### src/rtl/psn_pkg.sv
// Shared types and result codes for the point-to-segment nearest point block.
package psn_pkg;

    localparam logic [1:0] WHERE_START = 2'd0;
    localparam logic [1:0] WHERE_END   = 2'd1;
    localparam logic [1:0] WHERE_FOOT  = 2'd2;

    typedef struct packed {
        logic [1:0] code;
        logic       neg_x;
        logic       neg_y;
    } t_ctl;

endpackage

### src/rtl/psn_out.sv
// Result assembly, rounding of the foot point, and output register with skid stage.
module psn_out import psn_pkg::*; #(
    parameter int CB = 16,
    localparam int KW = CB + 1
) (
    input  logic                 i_clk,
    input  logic                 i_rst_n,
    input  logic                 i_valid,
    input  t_ctl                 i_ctl,
    input  logic signed [CB-1:0] i_sx,
    input  logic signed [CB-1:0] i_sy,
    input  logic signed [CB-1:0] i_ex,
    input  logic signed [CB-1:0] i_ey,
    input  logic [KW-1:0]        i_qx,
    input  logic [KW-1:0]        i_qy,
    input  logic                 i_upx,
    input  logic                 i_upy,
    input  logic [KW-1:0]        i_k,
    input  logic                 i_stall,
    output logic                 o_en,
    output logic                 o_valid,
    output logic [1:0]           o_where_code,
    output logic signed [CB-1:0] o_near_x,
    output logic signed [CB-1:0] o_near_y,
    output logic [KW-1:0]        o_distance
);

    logic signed [KW-1:0] ox, oy, sxe, sye, fx, fy;
    logic signed [CB-1:0] nx, ny;

    logic                 r_ov, r_sk_full;
    logic [1:0]           r_code, r_sk_code;
    logic signed [CB-1:0] r_nx, r_ny, r_sk_nx, r_sk_ny;
    logic [KW-1:0]        r_dist, r_sk_dist;

    assign ox  = $signed(i_qx + KW'(i_upx));
    assign oy  = $signed(i_qy + KW'(i_upy));
    assign sxe = KW'(i_sx);
    assign sye = KW'(i_sy);
    assign fx  = i_ctl.neg_x ? sxe - ox : sxe + ox;
    assign fy  = i_ctl.neg_y ? sye - oy : sye + oy;

    always_comb begin
        case (i_ctl.code)
            WHERE_START: begin
                nx = i_sx;
                ny = i_sy;
            end
            WHERE_END: begin
                nx = i_ex;
                ny = i_ey;
            end
            default: begin
                nx = CB'(fx);
                ny = CB'(fy);
            end
        endcase
    end

    always_ff @(posedge i_clk) begin
        if (!i_rst_n) begin
            r_ov      <= 1'b0;
            r_sk_full <= 1'b0;
        end else if (!r_ov || !i_stall) begin
            if (r_sk_full) begin
                r_ov      <= 1'b1;
                r_sk_full <= 1'b0;
            end else begin
                r_ov <= i_valid;
            end
        end else if (i_valid && !r_sk_full) begin
            r_sk_full <= 1'b1;
        end
    end

    always_ff @(posedge i_clk) begin
        if (!r_ov || !i_stall) begin
            if (r_sk_full) begin
                r_code <= r_sk_code;
                r_nx   <= r_sk_nx;
                r_ny   <= r_sk_ny;
                r_dist <= r_sk_dist;
            end else begin
                r_code <= i_ctl.code;
                r_nx   <= nx;
                r_ny   <= ny;
                r_dist <= i_k;
            end
        end else if (!r_sk_full) begin
            r_sk_code <= i_ctl.code;
            r_sk_nx   <= nx;
            r_sk_ny   <= ny;
            r_sk_dist <= i_k;
        end
    end

    assign o_en         = !r_sk_full;
    assign o_valid      = r_ov;
    assign o_where_code = r_code;
    assign o_near_x     = r_nx;
    assign o_near_y     = r_ny;
    assign o_distance   = r_dist;

endmodule

### config.mk
export PLATFORM = sky130hd
export DESIGN_NAME = psn_out
export DESIGN_NICKNAME = d
export VERILOG_FILES = /design/src/rtl/psn_pkg.sv /design/src/rtl/psn_out.sv
export SDC_FILE = /design/constraint.sdc
export NUM_CORES = 1
export LEC_CHECK = 0
export BUFFER_PORTS_ARGS = -buffer_cell sky130_fd_sc_hd__buf_2
export CORE_MARGIN = 2
export CORE_UTILIZATION = 52
export CTS_CLUSTER_SIZE = 25
export DETAILED_ROUTE_END_ITERATION = 6
export GPL_TIMING_DRIVEN = 0
export PLACE_DENSITY = 0.78
export SLEW_MARGIN = 40
export SYNTH_ARGS = -nofsm -noshare
export SYNTH_HDL_FRONTEND = slang
export SYNTH_SLANG_ARGS = --single-unit
export TNS_END_PERCENT = 100
### constraint.sdc
create_clock -name i_clk -period 7.7 [get_ports i_clk]
set_input_delay 1.54 -clock i_clk [delete_from_list [all_inputs] [get_ports i_clk]]
set_output_delay 1.54 -clock i_clk [all_outputs]
set_load 0.02 [all_outputs]
==> Flow_metrics.wiki, run 1 <==
{| class="wikitable"
! Metric !! Value
|-
| Nets in the synthesized netlist || 868
|-
| Leading cell types in the layout, fill and taps excluded || sky130_fd_sc_hd__buf_2 (170), sky130_fd_sc_hd__edfxtp_1 (102), sky130_fd_sc_hd__nor2_1 (64)
|-
| Area of the core || 13800 µm²
|-
| Global-route wire length before repair || 28300 µm
|-
| Leftover overflow at the end of global routing || 0
|-
| Cell row count || 43
|-
| Detailed-routing iteration count for the pre-antenna-repair pass || 5
|-
| Crit path max fanout || 8
|-
| Power share of the clock group || 26.3%
|-
| Kind of critical path || input port to flip-flop
|-
| Total power divided by cell area || 192 nW/µm²
|-
| Maximum vdd drop || 0.229 mV
|-
| Peak-usage layer in the global routing report || met2
|-
| Post CTS Setup Buffer Count || 0
|-
| Vias per cell || 5.69
|-
| Post-placement setup slack || 1970 ps
|-
| Overall routed net length || 18100 µm
|-
| Nature of the critical path startpoint || input port
|-
| Share of the clock period used by the worst path after layout || 71.2%
|-
| Number of top-level pins || 178
|-
| Critical path data required time || 7810 ps
|-
| Smallest hold slack || 556 ps
|-
| Antenna violations before repair || 0
|-
| Horizontal die dimension || 123 µm
|-
| Leading area contributor after synthesis || sky130_fd_sc_hd__edfxtp_1
|-
| Final count of hold timing violations || 0
|-
| Gr usage total || 24.3%
|-
| Post-route setup TNS || 0 ps
|-
| Largest net degree at the start of global routing || 35
|-
| Layout net count || 1043
|-
| CTS clock-pin slew for the worst setup and hold paths || 70 ps
|-
| Headroom to the max-slew limit || 45.6%
|-
| Clock Tree Root || sky130_fd_sc_hd__clkbuf_16
|-
| Gate count after technology mapping || 705
|-
| Area growth syn-to-layout || 18.7%
|-
| Antenna-violating nets left || 0
|-
| Count of vias placed by the detailed router || 6063
|-
| Mean instance size in the synthesized netlist || 10.4 µm²
|-
| # Max-Cap Violations || 0
|-
| Leak || 3.58 nW
|-
| Cell area after synthesis || 7330 µm²
|-
| Number of enable flip-flop cells after synthesis || 102
|-
| Routing usage on met2 || 39.8%
|-
| Clock tree from TritonCTS || built
|-
| Routed wire length per instance || 17.0 µm
|-
| Setup repair after global routing missed its margin || no
|-
| Gp weighted congestion || 0.953
|-
| Most instantiated flip-flop cell in the synthesis netlist || sky130_fd_sc_hd__edfxtp_1
|-
| Die Y || 123 µm
|-
| Ratio of cells with drive above 1 in the final layout || 27.9%
|-
| Area share of the largest cell type after synthesis || 41.8%
|-
| Max-slew violations || 0
|-
| Inserted Diodes || 0
|-
| Met1 track demand over resource || 32.8%
|-
| Tightest Pin Transition || 816 ps
|-
| Part of the total power dissipated in sequential elements || 43.0%
|-
| Internal power consumption || 0.00113 W
|-
| Global-route met3 utilization || 5.58%
|-
| Share of the yosys chip area belonging to registers || 42.4%
|-
| Most frequent standard cell in the layout excluding fill and tap cells || sky130_fd_sc_hd__buf_2
|-
| Data arrival time of the critical path || 5600 ps
|-
| Number of CTS-inserted buffers || 9
|-
| Final critical-path required period || 5480 ps
|-
| Maximum operating frequency || 0.182 GHz
|-
| H-Tree Depth || 3
|-
| Sw frac || 32.0%
|-
| Number of cells upsized or downsized after cts || 0
|-
| Drt drc || 0
|-
| Number of distinct library cells after synthesis || 79
|-
| Final worst slack || 2220 ps
|-
| IO Port Bufs || 162
|-
| Starting density of the core || 53.0%
|-
| Min-delay worst type || flip-flop to flip-flop
|-
| Ys Warns || 0
|-
| Clk Latency, worst-skew pair || 350 ps
|-
| Proportion of power drawn by combinational gates || 30.7%
|-
| Total die area || 15100 µm²
|-
| Result of the run || complete, no violations
|-
| Total of endpoints with negative setup slack in the final report || 0
|-
| Worst clock skew || 11.0 ps
|-
| Via count of the first global-routing pass || 5712
|-
| DPL Wire Length || 14000 µm
|-
| Register bit total from synthesis || 104
|-
| Worst setup EP type || flip-flop
|-
| Switching power of the nets || 0.000533 W
|-
| Async set or reset register ratio after synthesis || 0%
|-
| Clock tree buffer depth || 2
|-
| Drt initial violations || 356
|-
| CTS Hold Buffers Added || 0
|-
| Number of clock sinks || 104
|-
| FILL cells || 1159
|-
| Cells taking the most area after synthesis || sky130_fd_sc_hd__edfxtp_1 (42%), sky130_fd_sc_hd__xnor2_1 (6.9%), sky130_fd_sc_hd__ha_1 (6.1%)
|}
worst max-delay path, stage by stage:
cell                       delay [ps]
sky130_fd_sc_hd__buf_2            100
sky130_fd_sc_hd__ha_1             270
sky130_fd_sc_hd__ha_1             220
sky130_fd_sc_hd__buf_6            140
sky130_fd_sc_hd__nand3_4          100
sky130_fd_sc_hd__xor2_1           240
sky130_fd_sc_hd__inv_1            100
sky130_fd_sc_hd__nor4b_1          390
sky130_fd_sc_hd__and2_1           240
sky130_fd_sc_hd__a21oi_1          100
sky130_fd_sc_hd__xnor2_1          200
sky130_fd_sc_hd__ha_1             300
sky130_fd_sc_hd__a21oi_1          290
sky130_fd_sc_hd__nand2_1           80
sky130_fd_sc_hd__o21ai_0          270
sky130_fd_sc_hd__o22ai_1          160
sky130_fd_sc_hd__o41ai_1          360
sky130_fd_sc_hd__mux2i_1          160
sky130_fd_sc_hd__a221oi_1         340
metal layers:
layer,vias up,part of all wire (%)
li1,2948,-
met3,20,7.8
met1,2852,44
met4,0,1.3
met5,-,0
met2,243,47
metrics by stage:
step / power [W] / std cells / cell area, µm² / utilization [%]
after floorplan: 0.00108 / 705 / 7330 / -
after global placement: 0.00123 / 1047 / 8360 / 60.5
after detailed placement: 0.00123 / 1049 / 8410 / 60.8
after CTS: 0.00167 / 1065 / 8700 / 62.9
after global routing: 0.00175 / 1065 / 8700 / 62.9
final: 0.00167 / 1065 / 8700 / 62.9
cell usage after synthesis (18+ instances only):
| cell | number |
|---|---|
| sky130_fd_sc_hd__nand3_1 | 18 |
| sky130_fd_sc_hd__mux2_2 | 18 |
| sky130_fd_sc_hd__xnor2_1 | 58 |
| sky130_fd_sc_hd__inv_1 | 38 |
| sky130_fd_sc_hd__a21oi_1 | 52 |
| sky130_fd_sc_hd__edfxtp_1 | 102 |
| sky130_fd_sc_hd__ha_1 | 36 |
| sky130_fd_sc_hd__nand2_1 | 42 |
| sky130_fd_sc_hd__o21ai_0 | 29 |
| sky130_fd_sc_hd__xor2_1 | 27 |
| sky130_fd_sc_hd__mux2i_1 | 35 |
| sky130_fd_sc_hd__nor2_1 | 64 |
state kept, by name, indices dropped and copies added, names as in the netlist:
name	flops
o_distance	17
r_sk_nx	16
o_valid	1
r_sk_code	2
o_where_code	2
r_sk_ny	16
o_near_x	16
o_near_y	16
r_sk_dist	17
r_sk_full	1
final cells by class:
cell class / instances / area, µm² / area share [%]
repair buffers: 164 / 851 / 9.78
multi-input cells: 529 / 3900 / 44.8
plain buffers: 33 / 185 / 2.13
inverters: 39 / 149 / 1.71
clock inverters: 7 / 60.1 / 0.690
well taps: 180 / 225 / 2.59
flip-flops and latches: 104 / 3100 / 35.7
clock buffers: 9 / 225 / 2.59
path summary, 6_finish.rpt:
path	startpoint	endpoint	slack, ps	depth (start not counted)
min	r_sk_code[1]$_DFFE_PN_	r_sk_code[1]$_DFFE_PN_	560	1
max reg2reg	r_sk_full$_SDFFE_PP0P_	r_sk_nx[10]$_DFFE_PN_	5650	4
max	i_qx[0]	r_sk_nx[14]$_DFFE_PN_	2220	19
min reg2reg	r_sk_code[1]$_DFFE_PN_	r_sk_code[1]$_DFFE_PN_	560	1
cell families after synthesis:
group / after synthesis / synth area share, %
muxes: 53 / 7.55
adders and majority gates: 38 / 6.70
AOI/OAI and AO/OA: 159 / 14.3
and+or+nand+nor: 193 / 14.2
xor gates and xnor gates: 86 / 10.4
buffers and inverters: 72 / 4.51
DFF: 104 / 42.4
power groups by stage:
stage	Sequential (W)	Clock [W]	Combinational, W
6_report	0.000716	0.000438	0.000512
5_1_grt	0.000721	0.000467	0.000565
4_1_cts	0.000716	0.000448	0.000511
3_5_place_dp	0.000727	0	0.000507
3_3_place_gp	0.000727	0	0.000498
2_1_floorplan	0.000784	0	0.000298
No activity file was read; power rests on OpenSTA's default activity.
==> run 2, diff against run 1 <==
--- a/config.mk
+++ b/config.mk
@@ -5,6 +5,7 @@
 export SDC_FILE = /design/constraint.sdc
 export NUM_CORES = 1
 export LEC_CHECK = 0
+export ABC_AREA = 1
 export BUFFER_PORTS_ARGS = -buffer_cell sky130_fd_sc_hd__buf_2
 export CORE_MARGIN = 2
 export CORE_UTILIZATION = 52
==> constraint.sdc (replaced) <==
create_clock -name i_clk -period 5.7 [get_ports i_clk]
set_input_delay 1.14 -clock i_clk [delete_from_list [all_inputs] [get_ports i_clk]]
set_output_delay 1.14 -clock i_clk [all_outputs]
set_load 0.02 [all_outputs]
==> Flow_metrics.wiki, run 2 <==
{| class="wikitable"
! Metric !! Value
|-
| Sw frac || 32.8% (was 32.0%)
|-
| Number of cells upsized or downsized after cts || 0 (unchanged)
|-
| Worst setup EP type || flip-flop (unchanged)
|-
| Largest incremental delay on the critical path || 310 ps (was 390 ps)
|-
| FILL cells || 1168 (was 1159)
|-
| Most frequent standard cell in the layout excluding fill and tap cells || sky130_fd_sc_hd__nand2_1 (was sky130_fd_sc_hd__buf_2)
|-
| Total of endpoints with negative setup slack in the final report || 0 (unchanged)
|-
| Layout net count || 1212 (was 1043)
|-
| Inserted Diodes || 0 (unchanged)
|-
| Cell row count || 42 (was 43)
|-
| CTS clock-pin slew for the worst setup and hold paths || 80 ps (was 70 ps)
|-
| Result of the run || complete, no violations (unchanged)
|-
| Setup repair after global routing missed its margin || no (unchanged)
|-
| Post-placement setup slack || 1150 ps (was 1970 ps)
|-
| Clock Tree Root || sky130_fd_sc_hd__clkbuf_16 (unchanged)
|-
| Final std cells w/o fill || 1230 (was 1065)
|-
| Crit path max fanout || 5 (was 8)
|-
| Total power divided by cell area || 258 nW/µm² (was 192 nW/µm²)
|-
| Register bit total from synthesis || 104 (unchanged)
|-
| Clock tree buffer depth || 2 (unchanged)
|-
| Headroom to the max-slew limit || 42.8% (was 45.6%)
|-
| Via count of the first global-routing pass || 6075 (was 5712)
|-
| Area share of the largest cell type after synthesis || 43.1% (was 41.8%)
|-
| Leftover overflow at the end of global routing || 0 (unchanged)
|-
| Area growth syn-to-layout || 20.1% (was 18.7%)
|-
| Critical path data required time || 5790 ps (was 7810 ps)
|-
| Nature of the critical path startpoint || input port (unchanged)
|-
| Horizontal die dimension || 121 µm (was 123 µm)
|-
| Share of the yosys chip area belonging to registers || 43.6% (was 42.4%)
|-
| Crit path cell chain || buf_2 -> ha_1 -> ha_1 -> inv_1 -> ha_1 -> nand3_1 -> nor2_1 -> nand2_1 -> nor2_4 -> nand3_2 -> o21ai_2 -> xor2_1 -> ha_1 -> nand2_1 -> nor2_1 -> nand3_1 -> nand4_1 -> nand2_1 -> nand2_1 -> or2_2 -> nand3_1 -> o21ai_0 (was buf_2 -> ha_1 -> ha_1 -> buf_6 -> nand3_4 -> xor2_1 -> inv_1 -> nor4b_1 -> and2_1 -> a21oi_1 -> xnor2_1 -> ha_1 -> a21oi_1 -> nand2_1 -> o21ai_0 -> o22ai_1 -> o41ai_1 -> mux2i_1 -> a221oi_1)
|-
| Cells taking the most area after synthesis || sky130_fd_sc_hd__edfxtp_1 (43%), sky130_fd_sc_hd__nand2_1 (13%), sky130_fd_sc_hd__ha_1 (6.3%) (was sky130_fd_sc_hd__edfxtp_1 (42%), sky130_fd_sc_hd__xnor2_1 (6.9%), sky130_fd_sc_hd__ha_1 (6.1%))
|-
| Mean instance size in the synthesized netlist || 8.24 µm² (was 10.4 µm²)
|-
| Drt initial violations || 542 (was 356)
|-
| Leading cell types by count after synthesis || sky130_fd_sc_hd__nand2_1 (253), sky130_fd_sc_hd__edfxtp_1 (102), sky130_fd_sc_hd__inv_1 (78) (was sky130_fd_sc_hd__edfxtp_1 (102), sky130_fd_sc_hd__nor2_1 (64), sky130_fd_sc_hd__xnor2_1 (58))
|-
| Kind of critical path || input port to flip-flop (unchanged)
|-
| Number of distinct library cells after synthesis || 38 (was 79)
|-
| Most instantiated flip-flop cell in the synthesis netlist || sky130_fd_sc_hd__edfxtp_1 (unchanged)
|-
| CP max stage cell || sky130_fd_sc_hd__ha_1 (was sky130_fd_sc_hd__nor4b_1)
|-
| Final count of hold timing violations || 0 (unchanged)
|-
| Gate count after technology mapping || 863 (was 705)
|-
| CTS Hold Buffers Added || 0 (unchanged)
|-
| IO Port Bufs || 173 (was 162)
|-
| Number of enable flip-flop cells after synthesis || 102 (unchanged)
|-
| Ys Warns || 0 (unchanged)
|-
| Largest net degree at the start of global routing || 39 (was 35)
|-
| Clk Latency, worst-skew pair || 350 ps (about the same)
|-
| H-Tree Depth || 3 (unchanged)
|-
| Share of the clock period used by the worst path after layout || 73.9%
|-
| Count of vias placed by the detailed router || 6640 (was 6063)
|-
| Cell area after synthesis || 7110 µm² (was 7330 µm²)
|-
| Internal power consumption || 0.00148 W (was 0.00113 W)
|-
| Number of clock sinks || 104 (unchanged)
|-
| Power share of the clock group || 26.8% (was 26.3%)
|-
| Die Y || 121 µm (was 123 µm)
|-
| DPL Wire Length || 14800 µm (was 14000 µm)
|-
| Leading area contributor after synthesis || sky130_fd_sc_hd__edfxtp_1 (unchanged)
|-
| Worst clock skew || 7.98 ps (was 11.0 ps)
|-
| Dominant delay contributor by cell family on the critical path || simple AND/OR/NAND/NOR gates (was compound AO/OA/AOI/OAI gates)
|-
| Total die area || 14600 µm² (was 15100 µm²)
|-
| Tightest Pin Transition || 855 ps (was 816 ps)
|-
| Number of top-level pins || 178 (unchanged)
|-
| Number of placed instances with taps included || 1214 (was 1049)
|-
| Part of the total power dissipated in sequential elements || 43.7% (was 43.0%)
|-
| Maximum vdd drop || 0.157 mV (was 0.229 mV)
|-
| Most frequent cell after synthesis || sky130_fd_sc_hd__nand2_1 (was sky130_fd_sc_hd__edfxtp_1)
|-
| Gr usage total || 26.8% (was 24.3%)
|-
| Async set or reset register ratio after synthesis || 0% (unchanged)
|-
| Final worst slack || 1490 ps (was 2220 ps)
|-
| Cell area reported after detailed placement || 8260 µm² (was 8410 µm²)
|-
| Cell area after layout || 8540 µm² (was 8700 µm²)
|-
| Number of buffer and inverter stages on the critical path || 2 (was 3)
|-
| Switching power of the nets || 0.000723 W (was 0.000533 W)
|-
| Max-slew violations || 0 (unchanged)
|-
| Nets in the synthesized netlist || 1026 (was 868)
|-
| Final critical-path required period || 4210 ps
|-
| Worst reg2reg setup slack || 3160 ps (was 5650 ps)
|-
| Post CTS Setup Buffer Count || 0 (unchanged)
|-
| Leak || 3.94 nW (was 3.58 nW)
|-
| Smallest hold slack || 549 ps (was 556 ps)
|-
| Leading cell types in the layout, fill and taps excluded || sky130_fd_sc_hd__nand2_1 (252), sky130_fd_sc_hd__buf_2 (173), sky130_fd_sc_hd__edfxtp_1 (102) (was sky130_fd_sc_hd__buf_2 (170), sky130_fd_sc_hd__edfxtp_1 (102), sky130_fd_sc_hd__nor2_1 (64))
|-
| Proportion of power drawn by combinational gates || 29.5% (was 30.7%)
|-
| Overall routed net length || 19100 µm (was 18100 µm)
|-
| Antenna-violating nets left || 0 (unchanged)
|-
| Drt drc || 0 (unchanged)
|-
| Number of CTS-inserted buffers || 9 (unchanged)
|-
| Routed wire length per instance || 15.5 µm (was 17.0 µm)
|-
| Vias per cell || 5.40 (was 5.69)
|-
| Area of the core || 13300 µm² (was 13800 µm²)
|-
| Detailed-routing iteration count for the pre-antenna-repair pass || 5 (unchanged)
|-
| Global-route wire length before repair || 30400 µm (was 28300 µm)
|-
| Maximum operating frequency || 0.238 GHz
|-
| Ratio of cells with drive above 1 in the final layout || 22.7% (was 27.9%)
|-
| Min-delay worst type || flip-flop to flip-flop (unchanged)
|-
| Starting density of the core || 53.5% (was 53.0%)
|-
| Gp weighted congestion || 0.930 (was 0.953)
|-
| # Max-Cap Violations || 0 (unchanged)
|-
| Data arrival time of the critical path || 4300 ps (was 5600 ps)
|-
| Post-route setup TNS || 0 ps (unchanged)
|-
| Clock tree from TritonCTS || built (unchanged)
|-
| Antenna violations before repair || 0 (unchanged)
|}
run 2: cell count changes after synthesis, moves of 12 or more:
cell	before	now
sky130_fd_sc_hd__mux2i_1	35	0
sky130_fd_sc_hd__nand4_1	5	17
sky130_fd_sc_hd__nand2_2	0	14
sky130_fd_sc_hd__nand3_1	18	53
sky130_fd_sc_hd__mux2_2	18	0
sky130_fd_sc_hd__a221oi_1	4	17
sky130_fd_sc_hd__nor3_1	17	4
sky130_fd_sc_hd__nand2_1	42	253
sky130_fd_sc_hd__a211oi_1	15	0
sky130_fd_sc_hd__xnor2_1	58	15
sky130_fd_sc_hd__inv_1	38	78
run 2: area by class of cell:
class | instances | area (µm²) | share of cell area [%]
Timing Repair Buffer | 175 | 913 | 10.7
Inverter | 83 | 314 | 3.68
Buffer | 20 | 75.1 | 0.879
Sequential cell | 104 | 3100 | 36.3
Tap cell | 176 | 220 | 2.58
Clock inverter | 6 | 55.1 | 0.644
Multi-Input combinational cell | 656 | 3630 | 42.5
Clock buffer | 10 | 229 | 2.68
run 2: worst paths after layout:
check                          startpoint                        to  depth (start not counted)
hold / removal    r_sk_dist[14]$_DFFE_PN_  o_distance[14]$_DFFE_PP_                          2
setup reg to reg   r_sk_full$_SDFFE_PP0P_      r_sk_nx[8]$_DFFE_PN_                          4
setup / recovery                  i_qx[0]    o_near_x[13]$_DFFE_PP_                         22
hold reg to reg   r_sk_dist[14]$_DFFE_PN_  o_distance[14]$_DFFE_PP_                          2
run 2: metal layers:
| layer | wire [µm] | up-vias | GRT usage, % |
|---|---|---|---|
| met4 | 374 | 0 | 7.99 |
| met3 | 1470 | 26 | 3.62 |
| met2 | 8570 | 277 | 42.5 |
| met1 | 8680 | 2995 | 38.3 |
| met5 | 0 | - | 0 |
| li1 | - | 3342 | - |
run 2: per-stage QoR:
step	total power, W	utilization (%)
final	0.00221	64.2
after global routing	0.00233	64.2
after CTS	0.00221	64.2
after detailed placement	0.00162	62.1
after global placement	0.00161	61.7
after floorplan	0.00141	-
run 2: power by group through the flow:
stage	Combinational (W)	Clock, W	Sequential [W]
3_3_place_gp	0.000629	0	0.000981
4_1_cts	0.000646	0.000595	0.000966
3_5_place_dp	0.000643	0	0.000981
5_1_grt	0.000727	0.000632	0.000972
2_1_floorplan	0.000355	0	0.00106
6_report	0.000650	0.000591	0.000965
run 2: kinds of logic (layout without fill, tap and decap cells):
logic type | after synthesis | in the layout | share of synthesized area (%)
and+or+nand+nor | 446 | 446 | 27.8
xor gates and xnor gates | 33 | 33 | 4.06
buffers and inverters | 103 | 294 | 5.43
DFF | 104 | 104 | 43.6
AOI/OAI and AO/OA | 139 | 139 | 12.2
adders and majority gates | 38 | 38 | 6.89
run 2: tightest hold or removal path: stages (launching register included):
cell                       delay (ps)
sky130_fd_sc_hd__edfxtp_1         320
sky130_fd_sc_hd__nand2_1           50
sky130_fd_sc_hd__nand2_1           70
==> run 3, diff against run 2 <==
--- a/config.mk
+++ b/config.mk
@@ -5,7 +5,7 @@
 export SDC_FILE = /design/constraint.sdc
 export NUM_CORES = 1
 export LEC_CHECK = 0
-export ABC_AREA = 1
+export ABC_AREA = 0
 export BUFFER_PORTS_ARGS = -buffer_cell sky130_fd_sc_hd__buf_2
 export CORE_MARGIN = 2
 export CORE_UTILIZATION = 52
==> constraint.sdc (replaced) <==
create_clock -name i_clk -period 4.2 [get_ports i_clk]
set_input_delay 0.84 -clock i_clk [delete_from_list [all_inputs] [get_ports i_clk]]
set_output_delay 0.84 -clock i_clk [all_outputs]
set_load 0.02 [all_outputs]
==> Flow_metrics.wiki, run 3 (synthesis gave the netlist of run 1 again) <==
{| class="wikitable"
! Metric !! Value
|-
| Clk Latency, worst-skew pair || 350 ps (about the same)
|-
| Antenna violations before repair || 0 (unchanged)
|-
| Launch point of the critical path || i_upy (was i_qx[0])
|-
| Data arrival time of the critical path || 4170 ps (was 4300 ps)
|-
| Worst setup EP type || flip-flop (unchanged)
|-
| Result of the run || complete, no violations (unchanged)
|-
| Horizontal die dimension || 123 µm (was 121 µm)
|-
| Clock Tree Root || sky130_fd_sc_hd__clkbuf_16 (unchanged)
|-
| Number of clock sinks || 104 (unchanged)
|-
| Count of vias placed by the detailed router || 6085 (was 6640)
|-
| Layout Utilization || 66.1% (was 64.2%)
|-
| Cell area after layout || 9140 µm² (was 8540 µm²)
|-
| Leading cell types in the layout, fill and taps excluded || sky130_fd_sc_hd__buf_2 (167), sky130_fd_sc_hd__edfxtp_1 (102), sky130_fd_sc_hd__nor2_1 (60) (was sky130_fd_sc_hd__nand2_1 (252), sky130_fd_sc_hd__buf_2 (173), sky130_fd_sc_hd__edfxtp_1 (102))
|-
| Final critical-path required period || 4090 ps
|-
| Depth of the critical timing path with buffers and inverters included || 19 (was 22)
|-
| Area growth syn-to-layout || 24.8% (was 20.1%)
|-
| Gr usage total || 24.7% (was 26.8%)
|-
| Global-route wire length before repair || 28800 µm (was 30400 µm)
|-
| Maximum vdd drop || 0.475 mV (was 0.157 mV)
|-
| Worst reg2reg setup slack || 2110 ps (was 3160 ps)
|-
| Area of the core || 13800 µm² (was 13300 µm²)
|-
| Start of the worst register-to-register path || r_sk_full$_SDFFE_PP0P_ (unchanged)
|-
| CP max stage cell || sky130_fd_sc_hd__or3_1 (was sky130_fd_sc_hd__ha_1)
|-
| Tightest Pin Transition || 836 ps (was 855 ps)
|-
| Leak || 3.72 nW (was 3.94 nW)
|-
| Crit path cell chain || buf_6 -> ha_4 -> ha_4 -> inv_2 -> and3_4 -> or3_1 -> a31oi_1 -> a21oi_1 -> xnor2_1 -> ha_2 -> o21ai_2 -> o21bai_2 -> a31oi_4 -> o21ai_2 -> o41ai_2 -> buf_4 -> xnor2_2 -> a21oi_2 -> a21oi_2 (was buf_2 -> ha_1 -> ha_1 -> inv_1 -> ha_1 -> nand3_1 -> nor2_1 -> nand2_1 -> nor2_4 -> nand3_2 -> o21ai_2 -> xor2_1 -> ha_1 -> nand2_1 -> nor2_1 -> nand3_1 -> nand4_1 -> nand2_1 -> nand2_1 -> or2_2 -> nand3_1 -> o21ai_0)
|-
| Share of the clock period used by the worst path after layout || 97.3%
|-
| Most frequent standard cell in the layout excluding fill and tap cells || sky130_fd_sc_hd__buf_2 (was sky130_fd_sc_hd__nand2_1)
|-
| Total of endpoints with negative setup slack in the final report || 0 (unchanged)
|-
| Amount of wire on met3 after detailed routing || 1120 µm (was 1470 µm)
|-
| Via count of the first global-routing pass || 5870 (was 6075)
|-
| Drt drc || 0 (unchanged)
|-
| CTS clock-pin slew for the worst setup and hold paths || 70 ps (was 80 ps)
|-
| Critical path data required time || 4290 ps (was 5790 ps)
|-
| Endpoint of the most critical register-to-register path || o_near_x[11]$_DFFE_PP_ (was r_sk_nx[8]$_DFFE_PN_)
|-
| R2R depth || 4 (unchanged)
|-
| Ratio of cells with drive above 1 in the final layout || 34.3% (was 22.7%)
|-
| Length of routed wiring on met1 || 8250 µm (was 8680 µm)
|-
| Max-slew violations || 0 (unchanged)
|-
| Dominant delay contributor by cell family on the critical path || compound AO/OA/AOI/OAI gates (was simple AND/OR/NAND/NOR gates)
|-
| Cell row count || 43 (was 42)
|-
| Setup repair after global routing missed its margin || yes (was no)
|-
| Vias per cell || 5.62 (was 5.40)
|-
| Final worst slack || 112 ps (was 1490 ps)
|-
| Cell area reported after detailed placement || 8450 µm² (was 8260 µm²)
|-
| # Max-Cap Violations || 0 (unchanged)
|-
| Drt initial violations || 406 (was 542)
|-
| Clock tree buffer depth || 2 (unchanged)
|-
| Headroom to the max-slew limit || 44.3% (was 42.8%)
|-
| Largest net degree at the start of global routing || 38 (was 39)
|-
| Highest routing layer actually used || met4 (unchanged)
|-
| Nature of the critical path startpoint || input port (unchanged)
|-
| Min-delay worst type || flip-flop to flip-flop (unchanged)
|-
| Kind of critical path || input port to flip-flop (unchanged)
|-
| Final count of hold timing violations || 0 (unchanged)
|-
| Total power divided by cell area || 348 nW/µm² (was 258 nW/µm²)
|-
| Maximum operating frequency || 0.245 GHz
|-
| Number of buffer and inverter stages on the critical path || 3 (was 2)
|-
| Gp weighted congestion || 0.929 (was 0.930)
|-
| Starting density of the core || 53.0% (was 53.5%)
|-
| CP Capture Point || o_near_y[12]$_DFFE_PP_ (was o_near_x[13]$_DFFE_PP_)
|-
| Total die area || 15100 µm² (was 14600 µm²)
|-
| IO Port Bufs || 162 (was 173)
|-
| Post-placement setup slack || -568 ps (was 1150 ps)
|-
| Routed wire length per instance || 17.4 µm (was 15.5 µm)
|-
| Largest incremental delay on the critical path || 340 ps (was 310 ps)
|-
| Antenna-violating nets left || 0 (unchanged)
|-
| Detailed-routing iteration count for the pre-antenna-repair pass || 5 (unchanged)
|-
| Number of top-level pins || 178 (unchanged)
|-
| Layout net count || 1060 (was 1212)
|-
| Number of CTS-inserted buffers || 9 (unchanged)
|-
| Overall routed net length || 18800 µm (was 19100 µm)
|-
| Leftover overflow at the end of global routing || 0 (unchanged)
|-
| Worst clock skew || 6.96 ps (was 7.98 ps)
|-
| Inserted Diodes || 0 (unchanged)
|-
| Die Y || 123 µm (was 121 µm)
|-
| Crit path max fanout || 5 (unchanged)
|-
| DR WL met2 || 9160 µm (was 8570 µm)
|-
| H-Tree Depth || 3 (unchanged)
|-
| Post-route setup TNS || 0 ps (unchanged)
|-
| Clock tree from TritonCTS || built (unchanged)
|-
| FILL cells || 1118 (was 1168)
|-
| DPL Wire Length || 14100 µm (was 14800 µm)
|}
[run 3: cell types whose count changed in the layout (fill, tap and decap cells not counted), moves of 14 or more]
| cell | before | now |
|---|---|---|
| sky130_fd_sc_hd__a221oi_1 | 17 | 0 |
| sky130_fd_sc_hd__buf_4 | 0 | 19 |
| sky130_fd_sc_hd__inv_1 | 77 | 35 |
| sky130_fd_sc_hd__mux2_2 | 0 | 18 |
| sky130_fd_sc_hd__mux2i_1 | 0 | 35 |
| sky130_fd_sc_hd__nand2_1 | 252 | 41 |
| sky130_fd_sc_hd__nand2_2 | 14 | 0 |
| sky130_fd_sc_hd__nand3_1 | 53 | 18 |
| sky130_fd_sc_hd__xnor2_1 | 15 | 57 |
[run 3: power breakdown]
group	switching, W	internal [W]	total, W	leakage [nW]
combinational	0.000614	0.000440	0.00105	2.57
clock	0.000400	0.000415	0.000814	0.139
sequential	0.0000284	0.00128	0.00131	1.02
[run 3: final cells by class]
class | instances | area (µm²) | share of cell area [%]
buffer | 32 | 180 | 1.97
multi-input combinational | 529 | 4200 | 45.9
clock buffer | 9 | 225 | 2.46
timing repair buffer | 182 | 998 | 10.9
tap | 180 | 225 | 2.46
inverter | 39 | 149 | 1.63
clock inverter | 7 | 65.1 | 0.712
sequential | 104 | 3100 | 33.9
[run 3: layer usage]
metal	vias up	global-route usage, %
met2	198	42.3
met3	21	4.55
met5	-	0
met4	0	6.03
met1	2891	32.4
li1	2975	-
[run 3: metrics by stage]
step,std cells,total power (W),hold slack [ps]
3_3_place_gp,1047,0.00226,530
4_1_cts,1071,0.00311,559
6_report,1082,0.00318,556
3_5_place_dp,1049,0.00228,539
5_1_grt,1082,0.00332,577
2_1_floorplan,705,0.00199,516
[run 3: worst min path at each step]
stage	slack, ps	to	from	depth (start not counted)
after floorplan	520	o_where_code[1]$_DFFE_PP_	r_sk_code[1]$_DFFE_PN_	1
after global placement	530	r_sk_code[1]$_DFFE_PN_	r_sk_code[1]$_DFFE_PN_	1
after detailed placement	540	o_where_code[1]$_DFFE_PP_	r_sk_code[1]$_DFFE_PN_	1
after CTS	560	o_where_code[1]$_DFFE_PP_	r_sk_code[1]$_DFFE_PN_	1
after global routing	580	o_where_code[1]$_DFFE_PP_	r_sk_code[1]$_DFFE_PN_	1
final	560	o_where_code[1]$_DFFE_PP_	r_sk_code[1]$_DFFE_PN_	1
[run 3: worst reg2reg max path, cell delays in order (launching register included)]
cell and delay (ps):
sky130_fd_sc_hd__dfxtp_1 380, sky130_fd_sc_hd__clkbuf_8 200, sky130_fd_sc_hd__clkbuf_1 540, sky130_fd_sc_hd__clkbuf_1 490, sky130_fd_sc_hd__a21oi_1 190
[run 3: what timing repair did]
| item | in CTS | in global routing |
|---|---|---|
| hold buffers | 0 | 0 |
| resized for setup | 18 | 37 |
| endpoints found under the hold margin | 0 | 0 |
| buffers inserted | 6 | 12 |
| pin swaps | 13 | 27 |
| gates cloned | 0 | 0 |
| endpoints found under the setup margin | 22 | 24 |
